==> src/sv/clbs_pkg.sv <==
// ----------------------------------------------------------------------------
// clbs_pkg
// Types, widths, codes and helper functions of the charger load-balance
// sequencer.
// ----------------------------------------------------------------------------
package clbs_pkg;

    localparam int PHASE_COUNT_DEF = 3;

    localparam int FUSE_W    = 17;
    localparam int MAINS_W   = 17;
    localparam int CHARGER_W = 16;
    localparam int IVAL_W    = 16;
    localparam int TIME_W    = 32;
    localparam int LIMIT_W   = 18;
    localparam int WORD_W    = 16;
    localparam int CAND_W    = 19;
    localparam int ADDR_W    = 4;
    localparam int DATA_W    = 32;

    localparam int FUSE_RESET          = 25000;
    localparam int POLL_RESET          = 1000;
    localparam int METER_TIMEOUT_RESET = 10000;
    localparam logic [TIME_W-1:0] LAST_FRAME_RESET = TIME_W'(-METER_TIMEOUT_RESET);

    localparam int CHARGE_ON_THRESH = 1000;
    localparam int MA_PER_A  = 1000;
    localparam int DIV_SHIFT = 27;
    localparam int RECIP_W   = 18;
    localparam logic [RECIP_W-1:0] MA_RECIP =
        RECIP_W'(((2 ** DIV_SHIFT) + MA_PER_A - 1) / MA_PER_A);

    localparam logic [1:0] KIND_TICK     = 2'd0;
    localparam logic [1:0] KIND_FRAME    = 2'd1;
    localparam logic [1:0] KIND_ANSWER   = 2'd2;
    localparam logic [1:0] KIND_RESERVED = 2'd3;

    localparam logic [1:0] ANS_OK   = 2'd0;
    localparam logic [1:0] ANS_BUSY = 2'd1;

    localparam logic [1:0] REQ_NONE  = 2'd0;
    localparam logic [1:0] REQ_READ  = 2'd1;
    localparam logic [1:0] REQ_KEEP  = 2'd2;
    localparam logic [1:0] REQ_LIMIT = 2'd3;

    localparam logic [1:0] REG_FUSE    = 2'd0;
    localparam logic [1:0] REG_POLL    = 2'd1;
    localparam logic [1:0] REG_TIMEOUT = 2'd2;

    typedef struct packed {
        logic [1:0]           kind;
        logic [MAINS_W-1:0]   mains_current_l1;
        logic [MAINS_W-1:0]   mains_current_l2;
        logic [MAINS_W-1:0]   mains_current_l3;
        logic [1:0]           answer_code;
        logic [CHARGER_W-1:0] charger_word_l1;
        logic [CHARGER_W-1:0] charger_word_l2;
        logic [CHARGER_W-1:0] charger_word_l3;
    } in_item_t;

    typedef struct packed {
        logic [1:0]                issue_request;
        logic [WORD_W-1:0]         limit_word;
        logic signed [LIMIT_W-1:0] limit_ma_now;
        logic                      connected;
        logic                      connected_changed;
    } out_item_t;

    typedef struct packed {
        logic [FUSE_W-1:0] fuse_cap;
        logic [IVAL_W-1:0] poll_interval_ms;
        logic [IVAL_W-1:0] meter_timeout_ms;
    } cfg_t;

    function automatic logic [15:0] swap16(input logic [15:0] v);
        return {v[7:0], v[15:8]};
    endfunction

endpackage

==> src/sv/charger_load_balance_sequencer_core.sv <==
// ----------------------------------------------------------------------------
// charger_load_balance_sequencer_core
// Poll sequencer for a charger link with mains-based load balancing.
//
//   Channel   Handshake              Payload
//   s_        s_valid / s_ready      clbs_pkg::in_item_t   (tick, frame, answer)
//   m_        m_valid / m_ready      clbs_pkg::out_item_t  (one per transaction)
//   cfg       psel/penable/pready    fuse, poll interval, meter timeout
//
// Each transaction passes an input register and a result register; one
// transaction is taken per cycle while the result register is not stalled.
// The rate is set by the combinational update path from the input register.
// Reset is synchronous and active low.
// When m_ready is low, one transaction waits in the input register before
// s_ready drops.
// ----------------------------------------------------------------------------
module charger_load_balance_sequencer_core #(
    parameter int PHASE_COUNT = clbs_pkg::PHASE_COUNT_DEF
) (
    input  logic                         aclk,
    input  logic                         aresetn,
    input  logic                         s_valid,
    output logic                         s_ready,
    input  clbs_pkg::in_item_t           s_data,
    output logic                         m_valid,
    input  logic                         m_ready,
    output clbs_pkg::out_item_t          m_data,
    input  logic                         psel,
    input  logic                         penable,
    input  logic                         pwrite,
    input  logic [clbs_pkg::ADDR_W-1:0]  paddr,
    input  logic [clbs_pkg::DATA_W-1:0]  pwdata,
    output logic [clbs_pkg::DATA_W-1:0]  prdata,
    output logic                         pready
);
    import clbs_pkg::*;

    typedef enum logic [1:0] {ST_IDLE, ST_READ, ST_KEEP, ST_LIMIT} state_t;

    cfg_t cfg;

    logic                in_valid_reg, in_valid_next;
    in_item_t            in_data_reg;
    logic                out_valid_reg, out_valid_next;
    out_item_t           out_data_reg, out_data_next;
    state_t              state_reg, state_next;
    logic [TIME_W-1:0]   now_ms_reg, now_ms_next;
    logic [TIME_W-1:0]   last_poll_reg, last_poll_next;
    logic [TIME_W-1:0]   last_frame_reg, last_frame_next;
    logic [MAINS_W-1:0]  mains_reg [PHASE_COUNT];
    logic [MAINS_W-1:0]  mains_next [PHASE_COUNT];
    logic [CHARGER_W-1:0] charger_reg [PHASE_COUNT];
    logic [CHARGER_W-1:0] charger_next [PHASE_COUNT];
    logic signed [LIMIT_W-1:0] applied_reg, applied_next;
    logic [WORD_W-1:0]   limit_word_reg, limit_word_next;
    logic                link_reg, link_next;

    logic                advance;
    logic [MAINS_W-1:0]  mains_in [PHASE_COUNT];
    logic [CHARGER_W-1:0] charger_in [PHASE_COUNT];
    logic [FUSE_W-1:0]   balance_ma;
    logic [FUSE_W-1:0]   new_ma;
    logic [FUSE_W+RECIP_W-1:0] prod;
    logic [WORD_W-1:0]   amps;
    logic [TIME_W-1:0]   age;
    logic                enter_limit;
    logic                apply_en;
    logic [1:0]          issue;
    logic                changed;

    clbs_cfg_regs u_cfg_regs (
        .aclk    (aclk),
        .aresetn (aresetn),
        .psel    (psel),
        .penable (penable),
        .pwrite  (pwrite),
        .paddr   (paddr),
        .pwdata  (pwdata),
        .prdata  (prdata),
        .pready  (pready),
        .cfg     (cfg)
    );

    clbs_limit_calc #(
        .PHASE_COUNT (PHASE_COUNT)
    ) u_limit_calc (
        .fuse_ma   (cfg.fuse_cap),
        .mains_ma  (mains_reg),
        .chg_cur   (charger_reg),
        .result_ma (balance_ma)
    );

    assign advance = in_valid_reg && (!out_valid_reg || m_ready);
    assign s_ready = !in_valid_reg || advance;
    assign m_valid = out_valid_reg;
    assign m_data  = out_data_reg;

    assign in_valid_next  = (s_valid && s_ready) || (in_valid_reg && !advance);
    assign out_valid_next = advance || (out_valid_reg && !m_ready);

    always_comb begin
        for (int i = 0; i < PHASE_COUNT; i++) begin
            if (i == 0) begin
                mains_in[i]   = in_data_reg.mains_current_l1;
                charger_in[i] = swap16(in_data_reg.charger_word_l1);
            end else if (i == 1) begin
                mains_in[i]   = in_data_reg.mains_current_l2;
                charger_in[i] = swap16(in_data_reg.charger_word_l2);
            end else if (i == 2) begin
                mains_in[i]   = in_data_reg.mains_current_l3;
                charger_in[i] = swap16(in_data_reg.charger_word_l3);
            end else begin
                mains_in[i]   = '0;
                charger_in[i] = '0;
            end
        end
    end

    always_comb begin
        state_next      = state_reg;
        now_ms_next     = now_ms_reg;
        last_poll_next  = last_poll_reg;
        last_frame_next = last_frame_reg;
        mains_next      = mains_reg;
        charger_next    = charger_reg;
        applied_next    = applied_reg;
        limit_word_next = limit_word_reg;
        link_next       = link_reg;
        issue           = REQ_NONE;
        changed         = 1'b0;
        enter_limit     = 1'b0;
        apply_en        = 1'b0;
        new_ma          = '0;
        age             = now_ms_reg - last_frame_reg;

        unique case (in_data_reg.kind)
            KIND_TICK: begin
                now_ms_next = now_ms_reg + TIME_W'(1);
            end
            KIND_FRAME: begin
                mains_next      = mains_in;
                last_frame_next = now_ms_reg;
            end
            KIND_ANSWER: begin
                if (state_reg != ST_IDLE) begin
                    if (in_data_reg.answer_code == ANS_OK) begin
                        unique case (state_reg)
                            ST_READ: begin
                                charger_next = charger_in;
                                state_next   = ST_KEEP;
                                issue        = REQ_KEEP;
                            end
                            ST_KEEP: begin
                                state_next  = ST_LIMIT;
                                issue       = REQ_LIMIT;
                                enter_limit = 1'b1;
                            end
                            default: begin
                                changed    = !link_reg;
                                link_next  = 1'b1;
                                state_next = ST_IDLE;
                            end
                        endcase
                    end else if (in_data_reg.answer_code == ANS_BUSY) begin
                        unique case (state_reg)
                            ST_READ:  issue = REQ_READ;
                            ST_KEEP:  issue = REQ_KEEP;
                            default: begin
                                issue       = REQ_LIMIT;
                                enter_limit = 1'b1;
                            end
                        endcase
                    end else begin
                        changed    = link_reg;
                        link_next  = 1'b0;
                        state_next = ST_IDLE;
                    end
                end
            end
            default: ;
        endcase

        if (enter_limit) begin
            if (age <= TIME_W'(cfg.poll_interval_ms)) begin
                apply_en = 1'b1;
                new_ma   = balance_ma;
            end else if (age >= TIME_W'(cfg.meter_timeout_ms)) begin
                apply_en = 1'b1;
            end
        end

        prod = {{RECIP_W{1'b0}}, new_ma} * {{FUSE_W{1'b0}}, MA_RECIP};
        amps = WORD_W'(prod >> DIV_SHIFT);

        if (apply_en && $signed({1'b0, new_ma}) != applied_reg) begin
            applied_next    = $signed({1'b0, new_ma});
            limit_word_next = swap16(amps);
        end

        if (in_data_reg.kind != KIND_RESERVED && state_next == ST_IDLE
            && (now_ms_next - last_poll_reg) >= TIME_W'(cfg.poll_interval_ms)) begin
            last_poll_next = now_ms_next;
            state_next     = ST_READ;
            issue          = REQ_READ;
        end

        out_data_next.issue_request     = issue;
        out_data_next.limit_word        = limit_word_next;
        out_data_next.limit_ma_now      = applied_next;
        out_data_next.connected         = link_next;
        out_data_next.connected_changed = changed;
    end

    always_ff @(posedge aclk) begin
        if (s_valid && s_ready) begin
            in_data_reg <= s_data;
        end
        if (advance) begin
            out_data_reg <= out_data_next;
        end
        if (!aresetn) begin
            in_valid_reg   <= 1'b0;
            out_valid_reg  <= 1'b0;
            state_reg      <= ST_IDLE;
            now_ms_reg     <= '0;
            last_poll_reg  <= '0;
            last_frame_reg <= LAST_FRAME_RESET;
            for (int i = 0; i < PHASE_COUNT; i++) begin
                mains_reg[i]   <= '0;
                charger_reg[i] <= '0;
            end
            applied_reg    <= '1;
            limit_word_reg <= '0;
            link_reg       <= 1'b0;
        end else begin
            in_valid_reg  <= in_valid_next;
            out_valid_reg <= out_valid_next;
            if (advance) begin
                state_reg      <= state_next;
                now_ms_reg     <= now_ms_next;
                last_poll_reg  <= last_poll_next;
                last_frame_reg <= last_frame_next;
                mains_reg      <= mains_next;
                charger_reg    <= charger_next;
                applied_reg    <= applied_next;
                limit_word_reg <= limit_word_next;
                link_reg       <= link_next;
            end
        end
    end

endmodule

==> src/sv/clbs_cfg_regs.sv <==
// ----------------------------------------------------------------------------
// clbs_cfg_regs
// APB-style register file holding the fuse limit, poll interval and meter
// timeout.
// ----------------------------------------------------------------------------
module clbs_cfg_regs (
    input  logic                         aclk,
    input  logic                         aresetn,
    input  logic                         psel,
    input  logic                         penable,
    input  logic                         pwrite,
    input  logic [clbs_pkg::ADDR_W-1:0]  paddr,
    input  logic [clbs_pkg::DATA_W-1:0]  pwdata,
    output logic [clbs_pkg::DATA_W-1:0]  prdata,
    output logic                         pready,
    output clbs_pkg::cfg_t               cfg
);
    import clbs_pkg::*;

    cfg_t       cfg_reg;
    logic [1:0] reg_index;
    logic       wr_en;

    assign reg_index = paddr[ADDR_W-1:2];
    assign wr_en     = psel && penable && pwrite;
    assign pready    = 1'b1;
    assign cfg       = cfg_reg;

    always_ff @(posedge aclk) begin
        if (!aresetn) begin
            cfg_reg.fuse_cap         <= FUSE_W'(FUSE_RESET);
            cfg_reg.poll_interval_ms <= IVAL_W'(POLL_RESET);
            cfg_reg.meter_timeout_ms <= IVAL_W'(METER_TIMEOUT_RESET);
        end else if (wr_en) begin
            unique case (reg_index)
                REG_FUSE:    cfg_reg.fuse_cap         <= pwdata[FUSE_W-1:0];
                REG_POLL:    cfg_reg.poll_interval_ms <= pwdata[IVAL_W-1:0];
                REG_TIMEOUT: cfg_reg.meter_timeout_ms <= pwdata[IVAL_W-1:0];
                default: ;
            endcase
        end
    end

    always_comb begin
        unique case (reg_index)
            REG_FUSE:    prdata = DATA_W'(cfg_reg.fuse_cap);
            REG_POLL:    prdata = DATA_W'(cfg_reg.poll_interval_ms);
            REG_TIMEOUT: prdata = DATA_W'(cfg_reg.meter_timeout_ms);
            default:     prdata = '0;
        endcase
    end

endmodule

==> src/sv/clbs_limit_calc.sv <==
// ----------------------------------------------------------------------------
// clbs_limit_calc
// Balanced charge limit: minimum of the fuse and, over active phases (all when
// none is active), fuse minus mains plus charger current; clamped at zero.
// ----------------------------------------------------------------------------
module clbs_limit_calc #(
    parameter int PHASE_COUNT = clbs_pkg::PHASE_COUNT_DEF
) (
    input  logic [clbs_pkg::FUSE_W-1:0]    fuse_ma,
    input  logic [clbs_pkg::MAINS_W-1:0]   mains_ma [PHASE_COUNT],
    input  logic [clbs_pkg::CHARGER_W-1:0] chg_cur  [PHASE_COUNT],
    output logic [clbs_pkg::FUSE_W-1:0]    result_ma
);
    import clbs_pkg::*;

    logic [PHASE_COUNT-1:0]   active;
    logic signed [CAND_W-1:0] cand [PHASE_COUNT];
    logic signed [CAND_W-1:0] best;

    always_comb begin
        for (int i = 0; i < PHASE_COUNT; i++) begin
            active[i] = chg_cur[i] > CHARGER_W'(CHARGE_ON_THRESH);
            cand[i]   = $signed({2'b00, fuse_ma}) - $signed({2'b00, mains_ma[i]})
                        + $signed({3'b000, chg_cur[i]});
        end
        best = $signed({2'b00, fuse_ma});
        for (int i = 0; i < PHASE_COUNT; i++) begin
            if ((active == '0 || active[i]) && cand[i] < best) begin
                best = cand[i];
            end
        end
        result_ma = best[CAND_W-1] ? '0 : best[FUSE_W-1:0];
    end

endmodule

==> config.mk <==
export PLATFORM = sky130hd
export DESIGN_NAME = charger_load_balance_sequencer_core
export DESIGN_NICKNAME = d
export VERILOG_FILES = /design/src/sv/clbs_pkg.sv /design/src/sv/charger_load_balance_sequencer_core.sv /design/src/sv/clbs_cfg_regs.sv /design/src/sv/clbs_limit_calc.sv
export SDC_FILE = /design/constraint.sdc
export NUM_CORES = 1
export LEC_CHECK = 0
export ABC_AREA = 1
export BUFFER_PORTS_ARGS = -buffer_cell sky130_fd_sc_hd__buf_2
export CORE_MARGIN = 10
export CORE_UTILIZATION = 55
export CTS_CLUSTER_SIZE = 14
export DETAILED_ROUTE_END_ITERATION = 8
export GPL_ROUTABILITY_DRIVEN = 0
export PLACE_DENSITY = 0.74
export SYNTH_ARGS = -nofsm -noshare
export SYNTH_HDL_FRONTEND = slang
export SYNTH_SLANG_ARGS = --single-unit
==> constraint.sdc <==
create_clock -name aclk -period 15.4 [get_ports aclk]
set_input_delay 3.08 -clock aclk [delete_from_list [all_inputs] [get_ports aclk]]
set_output_delay 3.08 -clock aclk [all_outputs]
set_load 0.02 [all_outputs]
---- Word-level counts from Yosys, hierarchy flattened ----
Cells that the tools add are included.
Widths: inputs -> output; s select.
cells by class
  add/subtract/negate cells ............... 9
  $mul .................................... 1
  order comparisons ....................... 9
  equality and inequality tests ........... 9
  mux-type cells .......................... 38
  bitwise gates (word level) .............. 2
  reductions and logical operators ........ 39
operators with widths
  kind                    number
  $ge 32x16->1            2
  $sub 32x32->32          2
  $add 19x17->19          3
  $mux 19                 3
  $sub 17x17->18          3
  $mux 17                 3
  $pmux 17 s3             1
  $gt 16x10->1 const B    3
  $lt 19x19->1            2
  $mul 17x17->34 const B  1
  $add 32x1->32 const B   1
  $le 32x16->1            1
  $mux 32                 1
  $lt 19x18->1            1
  $mux 1                  19
  $mux 18                 1
  $ne 18x18->1            1
  $mux 16                 1
  $mux 2                  7
  $logic_and 1x1->1       12
  $reduce_and 2->1        6
  $eq 2x1->1 const B      4
  $logic_not 2->1         4
  $pmux 2 s2              2
  other kinds (10)        23
word-level totals
  flip-flop bits (word level) ............. 424
  input port bits ......................... 146
  output and inout bits ................... 73
  word-level logic and storage cells ...... 139

---- Depth between registers and ports, before layout ----
  depth after elaboration ................. 17
  gate-level depth with buffers ........... 90
  gate-level depth less buffers ........... 88

---- Modules after synthesis ----
From an unflattened synthesis, not the netlist that was laid out.
second synthesis, totals
  cell total of the unflattened synthesis .. 4735
  area total of the unflattened synthesis .. 33712.3 µm²
modules (own cells, without submodules)
  module                               instances  cells each  area each (µm²)
  charger_load_balance_sequencer_core  1          3185        24075.6
  clbs_limit_calc                      1          1187        7239.4
  clbs_cfg_regs                        1          363         2397.3

---- Least setup slack after synthesis ----
No wires, ideal clock.
  path type ............................... register to register
  start point ............................. register u_cfg_regs.cfg_reg (netlist bit u_cfg_regs.cfg[34])
  end point ............................... register out_data_reg (netlist bit m_data[32]) (data pin)
  arrival time ............................ 12.179 ns
  required time ........................... 15.148 ns
  setup slack ............................. 2.969 ns
  cell stages (with the launch flop) ...... 85
  path buffers ............................ 3
  cells stage by stage .................... dfxtp_1 -> ha_1 -> nand2_1 -> nand2_1 -> nand3_1 -> nand2_1 -> a21oi_1 -> inv_1 -> a31oi_1 -> inv_1 -> a21oi_1 -> o21ba_2 -> nor2_1 -> nor2_1 -> xnor2_1 -> ha_1 -> nand2_1 -> a21oi_1 -> [49 not listed] -> fa_1 -> inv_1 -> fa_1 -> inv_1 -> fa_1 -> inv_1 -> ha_1 -> a21oi_1 -> o21ai_0 -> inv_1 -> o21ai_0 -> a311oi_1 -> o21ai_0 -> a21oi_1 -> nand2_1 -> xor2_1 -> nand2_1 -> nand2_1
on the way
  longest elaborated chain between the ends .. 17
  elaborated cells on any way between the ends .. 22
  classes of those cells .................. add/sub (6); mul (1); order compare (3); eq/ne (1); mux (7); reduce/logical (4)
RTL lines
  what                                                    RTL line                                    RTL
  start: declaration                                      clbs_cfg_regs.sv:20                         cfg_t cfg_reg;
  $sub 17x17->18                                          clbs_limit_calc.sv:23                       cand[i] = $signed({2'b00, fuse_ma}) - $signed({2'b00, mains_ma[i]})
  $add 19x17->19                                          clbs_limit_calc.sv:24                       + $signed({3'b000, chg_cur[i]});
  $lt 19x18->1                                            clbs_limit_calc.sv:28                       if ((active == '0 || active[i]) && cand[i] < best) begin
  $logic_and 1x1->1                                       clbs_limit_calc.sv:28
  $mux 19                                                 clbs_limit_calc.sv:28
  $lt 19x19->1                                            clbs_limit_calc.sv:28
  $logic_and 1x1->1                                       clbs_limit_calc.sv:28
  $mux 19                                                 clbs_limit_calc.sv:28
  $lt 19x19->1                                            clbs_limit_calc.sv:28
  $logic_and 1x1->1                                       clbs_limit_calc.sv:28
  $mux 19 *                                               clbs_limit_calc.sv:28
  $mux 17 *                                               clbs_limit_calc.sv:32                       result_ma = best[CAND_W-1] ? '0 : best[FUSE_W-1:0];
  $mux 17 *                                               charger_load_balance_sequencer_core.sv:184  if (age <= TIME_W'(cfg.poll_interval_ms)) begin
  $mux 17 *                                               charger_load_balance_sequencer_core.sv:183  if (enter_limit) begin
  branches (longest 2 deep; another with $mul 17x17->34)  -
  $mux 16 *                                               charger_load_balance_sequencer_core.sv:195  if (apply_en && $signed({1'b0, new_ma}) != applied_reg) begin
  via limit_word_next[12]                                 charger_load_balance_sequencer_core.sv:55   logic [WORD_W-1:0] limit_word_reg, limit_word_next;
  end signal: assignment                                  charger_load_balance_sequencer_core.sv:219  out_data_reg <= out_data_next;
  end: declaration                                        charger_load_balance_sequencer_core.sv:45   out_item_t out_data_reg, out_data_next;
Mark *: on every way through the listed nets, which the timed path passes.
A chain may end at the register's enable or synchronous reset.

---- Final worst setup path ----
  start point ............................. register u_cfg_regs.cfg_reg (netlist bit u_cfg_regs.cfg[32])
  end point ............................... register out_data_reg (netlist bit m_data[32]) (data pin)
Same word-level chain as after synthesis.

==> run summary <==
The instance count of the mapped netlist came out at 4013. Setup violations remaining at the end of the flow were counted as 0. The final layout contains routed wiring with a total length of 80.40 mm. The total congestion overflow after global routing came out at 0. The path class of the tightest hold or removal check is flip-flop to flip-flop. The relative slew slack came out at 24.18%. The post-route core utilization is 60.88%.

The synthesized flop and latch total came out at 424. The number of flops mapped to enable cells by yosys is 141. The share of the Yosys chip area taken by registers is 31.90%. The leading cell type in the layout, fill and taps excluded is nand2_1. The initial antenna violation count is 6. In this run the core area contains 87 standard-cell rows. The fraction of layout cells with a size suffix above 1 came out at 8.688%. The die height is 257.6 um.

At the placement stage, the worst setup path has a slack of 0.9505 ns. Once detail routing completed, the nets flagged for antenna violations numbered 0. The largest clock skew in the final design is 0.03046 ns.

The clock input transition at the sequential cells of the worst setup and hold paths is 0.06 ns. The total power divided by cell area came out at 101.6 nW/um^2. The synthesized netlist occupies a cell area of 31040 um^2.

The delay contributed by the slowest stage of the critical path is 0.54 ns. Entering global routing, the biggest net connects 101 pins. Setup slack closes at 1.061 ns. The sum of net half-perimeters after detailed placement came out at 62.19 mm.

The count of buffers added on input and output ports is 185. The highest net fanout along the worst path is 28. The share of the clock period used by the worst path is 93.11%. The total DRC errors in the routed layout is 0.

VDD sags by at most 0.09720 mV. Data on the critical path is required at its endpoint by 15.73 ns. The sequential cell area in the final layout is 9899 um^2. The via count of the first global-routing pass came out at 24862. The proportion of synthesized flip-flops having asynchronous set or reset came out at 0%. The maximum frequency from static timing analysis is 69.74 MHz. TritonCTS built the clock tree. The number of buffers inserted for hold repair after clock tree synthesis is 0.

Once placement finished, the instance area stood at 32580 um^2. The number of distinct standard cells referenced by the synthesized netlist is 65. The floorplan step defined a die boundary enclosing 66330 um^2.

The minimum clock period came out at 14.34 ns. After filler insertion, the fill cell instance count of the layout stands at 5153. The count of buffers added by post-CTS timing repair for setup came out at 0. After synthesis, the cell types taking the most area are dfxtp_1 (18%), ha_1 (16%), edfxtp_1 (14%).

The standby leakage power came out at 0.01686 uW. In the layout the commonest cells are nand2_1 (657), inv_1 (632), a21oi_1 (418), ha_1 (404), nor2_1 (302). The post-cts sizing count came out at 0. The number of buffers inserted during clock tree synthesis came out at 46. The final net count came out at 4764.

The category of the worst setup path capture point is a flip-flop. The area overhead of the layout relative to synthesis is 10.18%. The total number of vias came out at 26631. The number of clock sinks came out at 424. The number of warnings printed during yosys synthesis came out at 0. The core region is 56170 um^2. The I/O pin total came out at 219. Summed over all failing endpoints, the final setup total negative slack is 0 ns. The number of slew-limit violations in the final report came out at 0. The synthesized area divided by synthesized cell count came out at 7.734 um^2.

Summing all multi-input logic gate instances after layout gives 18150 um^2. Among all flip-flop cells after synthesis, the most frequent one is dfxtp_1. dfxtp_1 takes more of the synthesized area than any other cell. The register with the most flip-flops in the layout has 55 of them.

Global routing consumed, over all layers together, 23.48% of the routing resources. The H-tree depth reported by CTS came out at 2. For the worst-skew pair, the clock arrives at the later sink with an insertion delay of 0.60 ns. The routed length per instance is 16.21 um.

The width of the die is 257.6 um. Among all stages on the critical path, the largest delay is contributed by fa_1. The length of the first detailed-routing pass in iterations is 6. The design area is 34200 um^2.

STA classifies the critical path startpoint as a flip-flop. The slew of the pin with the lowest slew margin is 1.129 ns. The routed via count divided by cell count is 5.370. Final hold analysis gives a worst-case slack of 0.4603 ns.

The worst setup path is of the flip-flop to flip-flop kind. The area share of the largest cell type after synthesis is 18.25%. STA puts the critical path data arrival time at 14.67 ns. The initial core utilization is 55.25%. The count of max-cap constraint violations is 0. The buffer depth of the longest clock path came out at 3. The final number of hold-violating endpoints is 0. The flow ran to the end, and the final reports show no timing, DRC or antenna violations. After the first detailed-routing iteration, the DRC count stood at 2178. The global-route wire length before repair came out at 128.6 mm. Clock tree synthesis selected as its root buffer the cell clkbuf_16. Setup repair after global routing left no endpoint under its margin.
## metal layers
metal	up-vias	part of all wire (%)	global-route usage, %
met5	-	0.082	0
met4	10	2.7	6.682
met3	130	7.4	4.301
met2	753	44	37.90
met1	12094	45	31.71
li1	13644	-	-
## worst paths after layout
kind                           start      endpoint  slack [ns]  depth (start not counted)
hold / removal          mains_reg[6]  mains_reg[6]        0.46                          2
setup / recovery  u_cfg_regs.cfg[32]    m_data[32]        1.06                         77
hold reg to reg         mains_reg[6]  mains_reg[6]        0.46                          2
setup reg to reg  u_cfg_regs.cfg[32]    m_data[32]        1.06                         77
## area by class of cell
cell class / instances / share of cell area [%]
multi-input cells: 2823 / 53.06
repair inverters: 2 / 0.04391
flip-flops and latches: 424 / 28.95
clock buffers: 61 / 3.802
diodes: 2 / 0.01464
inverters: 656 / 7.241
well taps: 756 / 2.766
clock inverters: 24 / 0.8342
repair buffers: 211 / 3.286
## power breakdown
group	internal, uW	leakage, uW	switching, uW
combinational	357	0.0124	731
sequential	1200	0.00364	25.5
clock	683	0.000773	474
## critical path: cells and delay by family (launching register included)
family / cells / cell delay (ns)
buffers and inverters: 15 / 1.87
adders and majority gates: 13 / 4.73
xor gates and xnor gates: 3 / 0.51
and+or+nand+nor: 25 / 2.97
DFF: 1 / 0.31
AOI/OAI and AO/OA: 21 / 3.69
## cell usage after synthesis (all sizes together), types with 16 or more instances
master,n
o21ai,332
inv,653
o221ai,22
buf,39
nor3,35
a21oi,422
a21o,20
nor2,307
xor2,133
edfxtp,141
clkbuf,85
nand3,142
xnor2,44
nor4,23
nand4,44
nand2,669
ha,404
o21bai,23
a31oi,16
a211oi,16
dfxtp,283
o211ai,29
fa,50
## stage by stage
step,power [uW],cells
after floorplan,2065,4027
after global routing,3685,4957
final,3474,4959
after global placement,2285,4870
after detailed placement,2303,4870
after CTS,3460,4955
## logic make-up (layout without fill, tap and decap cells)
kind of cell,Yosys count,in the layout,share of synthesized area (%)
other,2,18,0.02420
AOI/OAI and AO/OA,919,919,16.46
and+or+nand+nor,1257,1257,17.25
buffers and inverters,780,954,9.865
xor gates and xnor gates,177,177,4.995
DFF,424,424,31.90
adders and majority gates,454,454,19.51
Note: power is estimated with default switching activity, not from simulation.
